`src/ac3_hdr_pkg.sv`:
```
// ----------------------------------------------------------------------------
// AC-3 header parser package
// Shared types, status codes and constant tables for the sync-info and
// bit-stream-info header parser.
// ----------------------------------------------------------------------------
package ac3_hdr_pkg;

    // Status codes of one header result.
    localparam logic [1:0] STATUS_OK        = 2'd0;
    localparam logic [1:0] STATUS_EOS       = 2'd1;
    localparam logic [1:0] STATUS_BAD_RATE  = 2'd2;
    localparam logic [1:0] STATUS_BAD_SIZE  = 2'd3;

    // Header field limits.
    localparam logic [1:0] RATE_RESERVED    = 2'd3;
    localparam logic [5:0] MAX_SIZE_CODE    = 6'd37;

    // Default sync pattern and configuration port geometry.
    localparam logic [15:0] SYNC_WORD_RESET = 16'h0B77;
    localparam int          APB_ADDR_W      = 2;
    localparam int          APB_DATA_W      = 32;

    // Byte address of the sync word register.
    localparam logic [APB_ADDR_W-1:0] SYNC_WORD_ADDR = '0;

    // Audio coding modes that matter for the LFE bit position.
    localparam logic [2:0] ACMOD_MONO       = 3'd1;
    localparam logic [2:0] ACMOD_STEREO     = 3'd2;

    // One decoded header result.
    typedef struct packed {
        logic [1:0]  status;
        logic [15:0] sampling_hz;
        logic [11:0] frame_bytes;
        logic [2:0]  channel_mode;
        logic        lfe_present;
        logic [2:0]  channel_count;
    } hdr_result_t;

    // Sample rate in hertz for a valid rate code.
    function automatic logic [15:0] rate_hz(input logic [1:0] rate);
        logic [15:0] hz;
        begin
            case (rate)
                2'd0:    hz = 16'd48000;
                2'd1:    hz = 16'd44100;
                2'd2:    hz = 16'd32000;
                default: hz = 16'd0;
            endcase
            return hz;
        end
    endfunction

    // Full-bandwidth channels for each audio coding mode.
    function automatic logic [2:0] mode_channels(input logic [2:0] acmod);
        logic [2:0] ch;
        begin
            case (acmod)
                3'd0:    ch = 3'd2;
                3'd1:    ch = 3'd1;
                3'd2:    ch = 3'd2;
                3'd3:    ch = 3'd3;
                3'd4:    ch = 3'd3;
                3'd5:    ch = 3'd4;
                3'd6:    ch = 3'd4;
                default: ch = 3'd5;
            endcase
            return ch;
        end
    endfunction

    // Frame length in 16-bit words, by size code and rate code.
    function automatic logic [10:0] frame_words(input logic [5:0] size,
                                                input logic [1:0] rate);
        logic [10:0] w48;
        logic [10:0] w44;
        logic [10:0] w32;
        logic [10:0] w;
        begin
            case (size)
                6'd0:    begin w48 = 11'd64;   w44 = 11'd69;   w32 = 11'd96;   end
                6'd1:    begin w48 = 11'd64;   w44 = 11'd70;   w32 = 11'd96;   end
                6'd2:    begin w48 = 11'd80;   w44 = 11'd87;   w32 = 11'd120;  end
                6'd3:    begin w48 = 11'd80;   w44 = 11'd88;   w32 = 11'd120;  end
                6'd4:    begin w48 = 11'd96;   w44 = 11'd104;  w32 = 11'd144;  end
                6'd5:    begin w48 = 11'd96;   w44 = 11'd105;  w32 = 11'd144;  end
                6'd6:    begin w48 = 11'd112;  w44 = 11'd121;  w32 = 11'd168;  end
                6'd7:    begin w48 = 11'd112;  w44 = 11'd122;  w32 = 11'd168;  end
                6'd8:    begin w48 = 11'd128;  w44 = 11'd139;  w32 = 11'd192;  end
                6'd9:    begin w48 = 11'd128;  w44 = 11'd140;  w32 = 11'd192;  end
                6'd10:   begin w48 = 11'd160;  w44 = 11'd174;  w32 = 11'd240;  end
                6'd11:   begin w48 = 11'd160;  w44 = 11'd175;  w32 = 11'd240;  end
                6'd12:   begin w48 = 11'd192;  w44 = 11'd208;  w32 = 11'd288;  end
                6'd13:   begin w48 = 11'd192;  w44 = 11'd209;  w32 = 11'd288;  end
                6'd14:   begin w48 = 11'd224;  w44 = 11'd243;  w32 = 11'd336;  end
                6'd15:   begin w48 = 11'd224;  w44 = 11'd244;  w32 = 11'd336;  end
                6'd16:   begin w48 = 11'd256;  w44 = 11'd278;  w32 = 11'd384;  end
                6'd17:   begin w48 = 11'd256;  w44 = 11'd279;  w32 = 11'd384;  end
                6'd18:   begin w48 = 11'd320;  w44 = 11'd348;  w32 = 11'd480;  end
                6'd19:   begin w48 = 11'd320;  w44 = 11'd349;  w32 = 11'd480;  end
                6'd20:   begin w48 = 11'd384;  w44 = 11'd417;  w32 = 11'd576;  end
                6'd21:   begin w48 = 11'd384;  w44 = 11'd418;  w32 = 11'd576;  end
                6'd22:   begin w48 = 11'd448;  w44 = 11'd487;  w32 = 11'd672;  end
                6'd23:   begin w48 = 11'd448;  w44 = 11'd488;  w32 = 11'd672;  end
                6'd24:   begin w48 = 11'd512;  w44 = 11'd557;  w32 = 11'd768;  end
                6'd25:   begin w48 = 11'd512;  w44 = 11'd558;  w32 = 11'd768;  end
                6'd26:   begin w48 = 11'd640;  w44 = 11'd696;  w32 = 11'd960;  end
                6'd27:   begin w48 = 11'd640;  w44 = 11'd697;  w32 = 11'd960;  end
                6'd28:   begin w48 = 11'd768;  w44 = 11'd835;  w32 = 11'd1152; end
                6'd29:   begin w48 = 11'd768;  w44 = 11'd836;  w32 = 11'd1152; end
                6'd30:   begin w48 = 11'd896;  w44 = 11'd975;  w32 = 11'd1344; end
                6'd31:   begin w48 = 11'd896;  w44 = 11'd976;  w32 = 11'd1344; end
                6'd32:   begin w48 = 11'd1024; w44 = 11'd1114; w32 = 11'd1536; end
                6'd33:   begin w48 = 11'd1024; w44 = 11'd1115; w32 = 11'd1536; end
                6'd34:   begin w48 = 11'd1152; w44 = 11'd1253; w32 = 11'd1728; end
                6'd35:   begin w48 = 11'd1152; w44 = 11'd1254; w32 = 11'd1728; end
                6'd36:   begin w48 = 11'd1280; w44 = 11'd1393; w32 = 11'd1920; end
                6'd37:   begin w48 = 11'd1280; w44 = 11'd1394; w32 = 11'd1920; end
                default: begin w48 = 11'd0;    w44 = 11'd0;    w32 = 11'd0;    end
            endcase
            case (rate)
                2'd0:    w = w48;
                2'd1:    w = w44;
                2'd2:    w = w32;
                default: w = 11'd0;
            endcase
            return w;
        end
    endfunction

endpackage

```
`src/ac3_sync_header_parser_unit.sv`:
```
// ----------------------------------------------------------------------------
// AC-3 sync and header parser
// Hunts a programmable 16-bit sync word in a byte stream and reports the
// sample rate, frame length and channel layout of each header found.
// - Input channel (in_valid/in_ready): one stream byte per request, with
//   end_of_stream marking the end of the stream (its byte is ignored).
// - Output channel (out_valid/out_ready): one result per header, or one
//   status-only result when the stream ends inside a header.
// - Each byte is registered on entry and processed from the input register
//   by a single pass of short logic into the result register, so a result
//   is registered after the last header byte passes the input register.
// - Throughput is one byte per cycle while the output does not stall; the
//   rate is set by the per-byte phase update from input to result register.
// - A stall on the output holds the result register and, once the input
//   register is full, drops in_ready until the result is taken.
// - Reset clears the pipeline, returns the parser to sync hunting and
//   loads the default sync word 0x0B77.
// - The sync_word register lies at address 0 of the APB port and should be
//   written only while the parser is idle.
// ----------------------------------------------------------------------------
module ac3_sync_header_parser_unit
    import ac3_hdr_pkg::*;
(
    input  logic                  clk,
    input  logic                  rst_n,

    // Configuration port.
    input  logic                  psel,
    input  logic                  penable,
    input  logic                  pwrite,
    input  logic [APB_ADDR_W-1:0] paddr,
    input  logic [APB_DATA_W-1:0] pwdata,
    output logic [APB_DATA_W-1:0] prdata,
    output logic                  pready,

    // Byte stream input.
    input  logic                  in_valid,
    output logic                  in_ready,
    input  logic [7:0]            data_byte,
    input  logic                  end_of_stream,

    // Header results.
    output logic                  out_valid,
    input  logic                  out_ready,
    output logic [1:0]            status,
    output logic [15:0]           sampling_hz,
    output logic [11:0]           frame_bytes,
    output logic [2:0]            channel_mode,
    output logic                  lfe_present,
    output logic [2:0]            channel_count
);

    // Header byte positions after the sync word.
    localparam logic [2:0] PH_HUNT  = 3'd0;
    localparam logic [2:0] PH_CRC1  = 3'd1;
    localparam logic [2:0] PH_CRC2  = 3'd2;
    localparam logic [2:0] PH_RATE  = 3'd3;
    localparam logic [2:0] PH_SPARE = 3'd4;
    localparam logic [2:0] PH_MODE  = 3'd5;
    localparam logic [2:0] PH_LAST  = 3'd6;

    logic [15:0]  sync_word_reg;
    logic         in_valid_reg;
    logic [7:0]   byte_reg;
    logic         eos_reg;
    logic [15:0]  sync_shift_reg;
    logic [15:0]  sync_shift_next;
    logic [2:0]   phase_reg;
    logic [2:0]   phase_next;
    logic [1:0]   rate_code_reg;
    logic [1:0]   rate_code_next;
    logic [5:0]   size_code_reg;
    logic [5:0]   size_code_next;
    logic [7:0]   mode_byte_reg;
    logic [7:0]   mode_byte_next;
    logic         out_valid_reg;
    hdr_result_t  out_reg;
    hdr_result_t  out_next;
    hdr_result_t  hdr_result;
    logic         advance;
    logic         emit;
    logic [15:0]  shifted;

    // Configuration register: the sync word is the only register, at address 0.
    assign pready = 1'b1;
    assign prdata = {{(APB_DATA_W-16){1'b0}}, sync_word_reg};

    always_ff @(posedge clk or negedge rst_n)
    begin
        if (!rst_n)
        begin
            sync_word_reg <= SYNC_WORD_RESET;
        end
        else if (psel && penable && pwrite && (paddr == SYNC_WORD_ADDR))
        begin
            sync_word_reg <= pwdata[15:0];
        end
    end

    // The held byte is processed whenever the result register has room.
    assign advance  = in_valid_reg && (!out_valid_reg || out_ready);
    assign in_ready = !in_valid_reg || advance;

    // Input register.
    always_ff @(posedge clk or negedge rst_n)
    begin
        if (!rst_n)
        begin
            in_valid_reg <= 1'b0;
        end
        else if (in_ready)
        begin
            in_valid_reg <= in_valid;
        end
    end

    always_ff @(posedge clk)
    begin
        if (in_valid && in_ready)
        begin
            byte_reg <= data_byte;
            eos_reg  <= end_of_stream;
        end
    end

    ac3_hdr_decode u_decode (
        .rate_code (rate_code_reg),
        .size_code (size_code_reg),
        .mode_byte (mode_byte_reg),
        .last_byte (byte_reg),
        .result    (hdr_result)
    );

    // Per-byte parser step: sync hunt, header capture and re-arming.
    always_comb
    begin
        sync_shift_next = sync_shift_reg;
        phase_next      = phase_reg;
        rate_code_next  = rate_code_reg;
        size_code_next  = size_code_reg;
        mode_byte_next  = mode_byte_reg;
        emit            = 1'b0;
        out_next        = hdr_result;
        shifted         = {sync_shift_reg[7:0], byte_reg};
        if (eos_reg)
        begin
            sync_shift_next = 16'd0;
            phase_next      = PH_HUNT;
            emit            = (phase_reg != PH_HUNT);
            out_next        = '0;
            out_next.status = STATUS_EOS;
        end
        else
        begin
            case (phase_reg)
                PH_HUNT:
                begin
                    sync_shift_next = shifted;
                    if (shifted == sync_word_reg)
                    begin
                        phase_next = PH_CRC1;
                    end
                end
                PH_CRC1, PH_CRC2, PH_SPARE:
                begin
                    phase_next = phase_reg + 3'd1;
                end
                PH_RATE:
                begin
                    rate_code_next = byte_reg[7:6];
                    size_code_next = byte_reg[5:0];
                    phase_next     = PH_MODE;
                end
                PH_MODE:
                begin
                    mode_byte_next = byte_reg;
                    phase_next     = PH_LAST;
                end
                PH_LAST:
                begin
                    emit            = 1'b1;
                    sync_shift_next = 16'd0;
                    phase_next      = PH_HUNT;
                end
                default:
                begin
                    sync_shift_next = 16'd0;
                    phase_next      = PH_HUNT;
                end
            endcase
        end
    end

    // Parser state.
    always_ff @(posedge clk or negedge rst_n)
    begin
        if (!rst_n)
        begin
            sync_shift_reg <= 16'd0;
            phase_reg      <= PH_HUNT;
            rate_code_reg  <= 2'd0;
            size_code_reg  <= 6'd0;
            mode_byte_reg  <= 8'd0;
        end
        else if (advance)
        begin
            sync_shift_reg <= sync_shift_next;
            phase_reg      <= phase_next;
            rate_code_reg  <= rate_code_next;
            size_code_reg  <= size_code_next;
            mode_byte_reg  <= mode_byte_next;
        end
    end

    // Result register.
    always_ff @(posedge clk or negedge rst_n)
    begin
        if (!rst_n)
        begin
            out_valid_reg <= 1'b0;
        end
        else if (advance && emit)
        begin
            out_valid_reg <= 1'b1;
        end
        else if (out_ready)
        begin
            out_valid_reg <= 1'b0;
        end
    end

    always_ff @(posedge clk)
    begin
        if (advance && emit)
        begin
            out_reg <= out_next;
        end
    end

    assign out_valid     = out_valid_reg;
    assign status        = out_reg.status;
    assign sampling_hz   = out_reg.sampling_hz;
    assign frame_bytes   = out_reg.frame_bytes;
    assign channel_mode  = out_reg.channel_mode;
    assign lfe_present   = out_reg.lfe_present;
    assign channel_count = out_reg.channel_count;

endmodule

```
`src/ac3_hdr_decode.sv`:
```
// ----------------------------------------------------------------------------
// AC-3 header field decoder
// Turns the captured rate/size byte and the two mode bytes into one header
// result: status, sample rate, frame length, mode, LFE flag, channel count.
// ----------------------------------------------------------------------------
module ac3_hdr_decode
    import ac3_hdr_pkg::*;
(
    input  logic [1:0]  rate_code,
    input  logic [5:0]  size_code,
    input  logic [7:0]  mode_byte,
    input  logic [7:0]  last_byte,
    output hdr_result_t result
);

    logic [15:0] word;
    logic [2:0]  acmod;
    logic [3:0]  skip;
    logic [3:0]  lfe_pos;
    logic        lfe;
    logic [1:0]  status;

    // The LFE flag moves down by two bits for each mixing-level field present.
    always_comb
    begin
        word  = {mode_byte, last_byte};
        acmod = word[15:13];
        skip  = 4'd3;
        if (acmod[0] && (acmod != ACMOD_MONO))
        begin
            skip = skip + 4'd2;
        end
        if (acmod[2])
        begin
            skip = skip + 4'd2;
        end
        if (acmod == ACMOD_STEREO)
        begin
            skip = skip + 4'd2;
        end
        lfe_pos = 4'd15 - skip;
        lfe     = word[lfe_pos];
    end

    // A reserved rate code outranks a bad size code.
    always_comb
    begin
        if (rate_code == RATE_RESERVED)
        begin
            status = STATUS_BAD_RATE;
        end
        else if (size_code > MAX_SIZE_CODE)
        begin
            status = STATUS_BAD_SIZE;
        end
        else
        begin
            status = STATUS_OK;
        end
    end

    // Numeric fields are zero whenever the header is flagged.
    always_comb
    begin
        result.status       = status;
        result.channel_mode = acmod;
        result.lfe_present  = lfe;
        if (status == STATUS_OK)
        begin
            result.sampling_hz   = rate_hz(rate_code);
            result.frame_bytes   = {frame_words(size_code, rate_code), 1'b0};
            result.channel_count = mode_channels(acmod) + {2'b00, lfe};
        end
        else
        begin
            result.sampling_hz   = 16'd0;
            result.frame_bytes   = 12'd0;
            result.channel_count = 3'd0;
        end
    end

endmodule

```
`config.mk`:
```
export PLATFORM = sky130hd
export DESIGN_NAME = ac3_sync_header_parser_unit
export DESIGN_NICKNAME = d
export VERILOG_FILES = /design/src/ac3_hdr_pkg.sv /design/src/ac3_sync_header_parser_unit.sv /design/src/ac3_hdr_decode.sv
export SDC_FILE = /design/constraint.sdc
export NUM_CORES = 1
export LEC_CHECK = 0
export ABC_AREA = 1
export BUFFER_PORTS_ARGS = -buffer_cell sky130_fd_sc_hd__buf_2
export CORE_ASPECT_RATIO = 1.5
export CORE_MARGIN = 8
export CORE_UTILIZATION = 57
export DETAILED_ROUTE_END_ITERATION = 8
export GPL_ROUTABILITY_DRIVEN = 0
export GPL_TIMING_DRIVEN = 0
export PLACE_DENSITY = 0.95
export SETUP_SLACK_MARGIN = 0.15
export SLEW_MARGIN = 20
export SYNTH_ARGS = -nofsm -noshare
export SYNTH_HDL_FRONTEND = slang
export SYNTH_SLANG_ARGS = --single-unit
```
`constraint.sdc`:
```
create_clock -name clk -period 6.22 [get_ports clk]
set_clock_uncertainty 0.15 [all_clocks]
set_input_delay 1.244 -clock clk [delete_from_list [all_inputs] [get_ports clk]]
set_output_delay 1.244 -clock clk [all_outputs]
set_load 0.01 [all_outputs]
```
==> summary.txt <==
Cell area after synthesis -> 4590 um^2
CTS Buffer Depth -> 2
Final Max Slew Viols -> 0
Cell Count, Final, Fillers Out -> 796
Vias -> 4272
Register area share after synthesis -> 0.472
Final setup violation count -> 0
EDFF count, synth -> 36
# resized after CTS -> 0
Final net count -> 762
Post-route clock period utilization -> 0.492
Total of max-cap violations -> 0
Hold Buf Count CTS -> 0
Most common flop cell mapped by yosys -> edfxtp_1
CP endpoint kind -> primary output
Worst-Skew Late Latency -> 0.33 ns
Status -> complete, no violations
Ys async rst share -> 0.544
Synthesis Warnings -> 0
Fin crit period -> 3.06 ns
Layout cells sized above 1 -> 0.223
Hold Path Class -> reg -> reg
Synth Instances -> 572
Iteration-0 DRC count of the detailed router -> 468
Hold-critical path endpoint -> mode_byte_reg[4]$_DFFE_PN0P_
TritonCTS Buffers -> 9
Mean Syn Cell Area -> 8.03 um^2
# rows -> 40
Worst hold stages -> 2
Most frequent cell after synthesis -> nand2_1
Leakage -> 2.77 nW
Post-DP HPWL -> 8520 um
Core Area -> 7910 um^2
CP arrival -> 1.66 ns
WS Path Type -> in -> out
Clock sinks -> 79
Post-CTS setup buffer count -> 0
Worst setup SP type -> primary input
Post-route ant nets -> 0
Setup TNS -> 0 ns
Flop-to-flop setup slack -> 3.87 ns
Reg2reg path depth -> 9
Distinct cells, synth -> 35
Total Power -> 1.86 mW
Peak Freq -> 0.327 GHz
Hold Crit Start -> mode_byte_reg[4]$_DFFE_PN0P_
Worst R2R End -> frame_bytes[2]$_SDFFCE_PP0P_
Vias in the first global route -> 4343
ANT cells -> 0
Max reg flops -> 16
Final wirelength -> 11700 um
Die Ht -> 126 um
Initial antenna violation count -> 0
First-pass GRT wire length -> 19300 um
Worst hold slack -> 0.353 ns
Port bufs -> 82
# IOs -> 122
Fin. Hold Viols -> 0
Vias per cell -> 5.37
RSZ-0062 raised after global routing -> no
Die W -> 89.3 um
Worst slew pin tran -> 0.968 ns
Reg-to-Reg Start -> size_code_reg[1]$_DFFE_PN0P_
Top cell type's share of synthesized area -> 0.235
Drc violations -> 0
Die Area -> 11200 um^2
Layout area overhead -> 20.6%
Rel. slew slack -> 0.354
Root buffer cell -> clkbuf_16
Peak VDD IR -> 0.241 mV
Deepest level of the CTS H-tree -> 3
Routed len/inst -> 14.7 um
Worst-path clk slew -> 0.06 ns
Synth area leaders -> edfxtp_1, dfrtp_1, nand2_1, ha_1, nor2_1
Most instantiated cells after synthesis -> nand2_1, nor2_1, inv_1
Initial DRT Pass Iterations -> 7
Yosys reg bits -> 79
Yosys top cell by area -> edfxtp_1
GRT Util Overall -> 0.216
Largest net degree at the start of global routing -> 44
Initial core utilization -> 0.581
CTS tree -> done
Worst endpoint required time -> 4.83 ns
Power Dens Cells -> 336 nW/um^2
Crit path max fanout -> 3
Cell count after placement -> 780
Gr ovfl total -> 0
-- placed cells by master, fill, tap and decap left out, types with 3 or more instances in the layout --
cell type,Yosys,layout
or2_1,3,3
buf_4,30,30
a21oi_1,31,31
o21ai_1,3,3
inv_1,65,65
ha_1,26,26
nor2_1,78,77
dfstp_2,9,9
o22ai_1,4,4
o21ai_0,49,49
nand2_1,151,151
inv_2,5,5
nor3_1,3,3
nand4_1,3,3
edfxtp_1,36,36
clkbuf_1,7,9
buf_2,4,86
dfrtp_1,34,34
conb_1,2,23
nand3_1,11,11
clkbuf_16,0,9
-- layer usage --
layer | track usage | vias to the layer above | part of all wire
li1 | - | 2002 | -
met1 | 0.221 | 1928 | 0.35
met2 | 0.378 | 280 | 0.52
met3 | 0.0521 | 62 | 0.087
met4 | 0.134 | 0 | 0.048
met5 | 0 | - | 0
-- power by group --
group / switching [mW] / internal, mW
registers: 0.0830 / 0.667
logic: 0.358 / 0.195
clock network: 0.204 / 0.352
total: 0.645 / 1.21
-- per-stage QoR --
stage | cell area [um^2] | utilization | setup slack [ns]
floorplan | 4670 | - | 3.07
global placement | 5210 | 0.659 | 2.63
detailed placement | 5220 | 0.660 | 3.16
CTS | 5530 | 0.700 | 3.16
global route | 5530 | 0.700 | 3.12
finish | 5530 | 0.700 | 3.16
-- logic make-up (layout without fill, tap and decap cells) --
group,after synthesis,after routing,share of synthesized area
AO/OA/AOI/OAI,95,95,0.110
adder cells (fa/ha/maj),26,26,0.0709
buffers and inverters,112,210,0.119
flip-flops,79,79,0.472
multiplexers,1,1,0.00245
other,2,23,0.00164
AND/OR/NAND/NOR,257,257,0.224
-- layout make-up --
cell class | count | area, um^2
Clock inverter | 5 | 82.6
Timing Repair Buffer | 82 | 410
Fill cell | 577 | 2370
Tap cell | 105 | 131
Buffer | 42 | 283
Inverter | 70 | 263
Clock buffer | 11 | 233
Multi-Input combinational cell | 402 | 1960
Sequential cell | 79 | 2170
-- worst max-delay path, cell delays in order --
cell	delay (ns)
buf_2	0.10
inv_1	0.06
nand3_1	0.10
buf_2	0.16
-- worst max-delay path by stage --
stage	slack (ns)	to	from	cells after the start
detailed placement	3.16	in_ready	out_ready	4
global placement	2.63	channel_mode[1]$_SDFFCE_PP0P_	out_ready	5
floorplan	3.07	channel_count[0]$_SDFFCE_PP0P_	out_ready	4
CTS	3.16	in_ready	out_ready	4
global route	3.12	in_ready	out_ready	4
finish	3.16	in_ready	out_ready	4
Note: power is estimated with default switching activity, not from simulation.
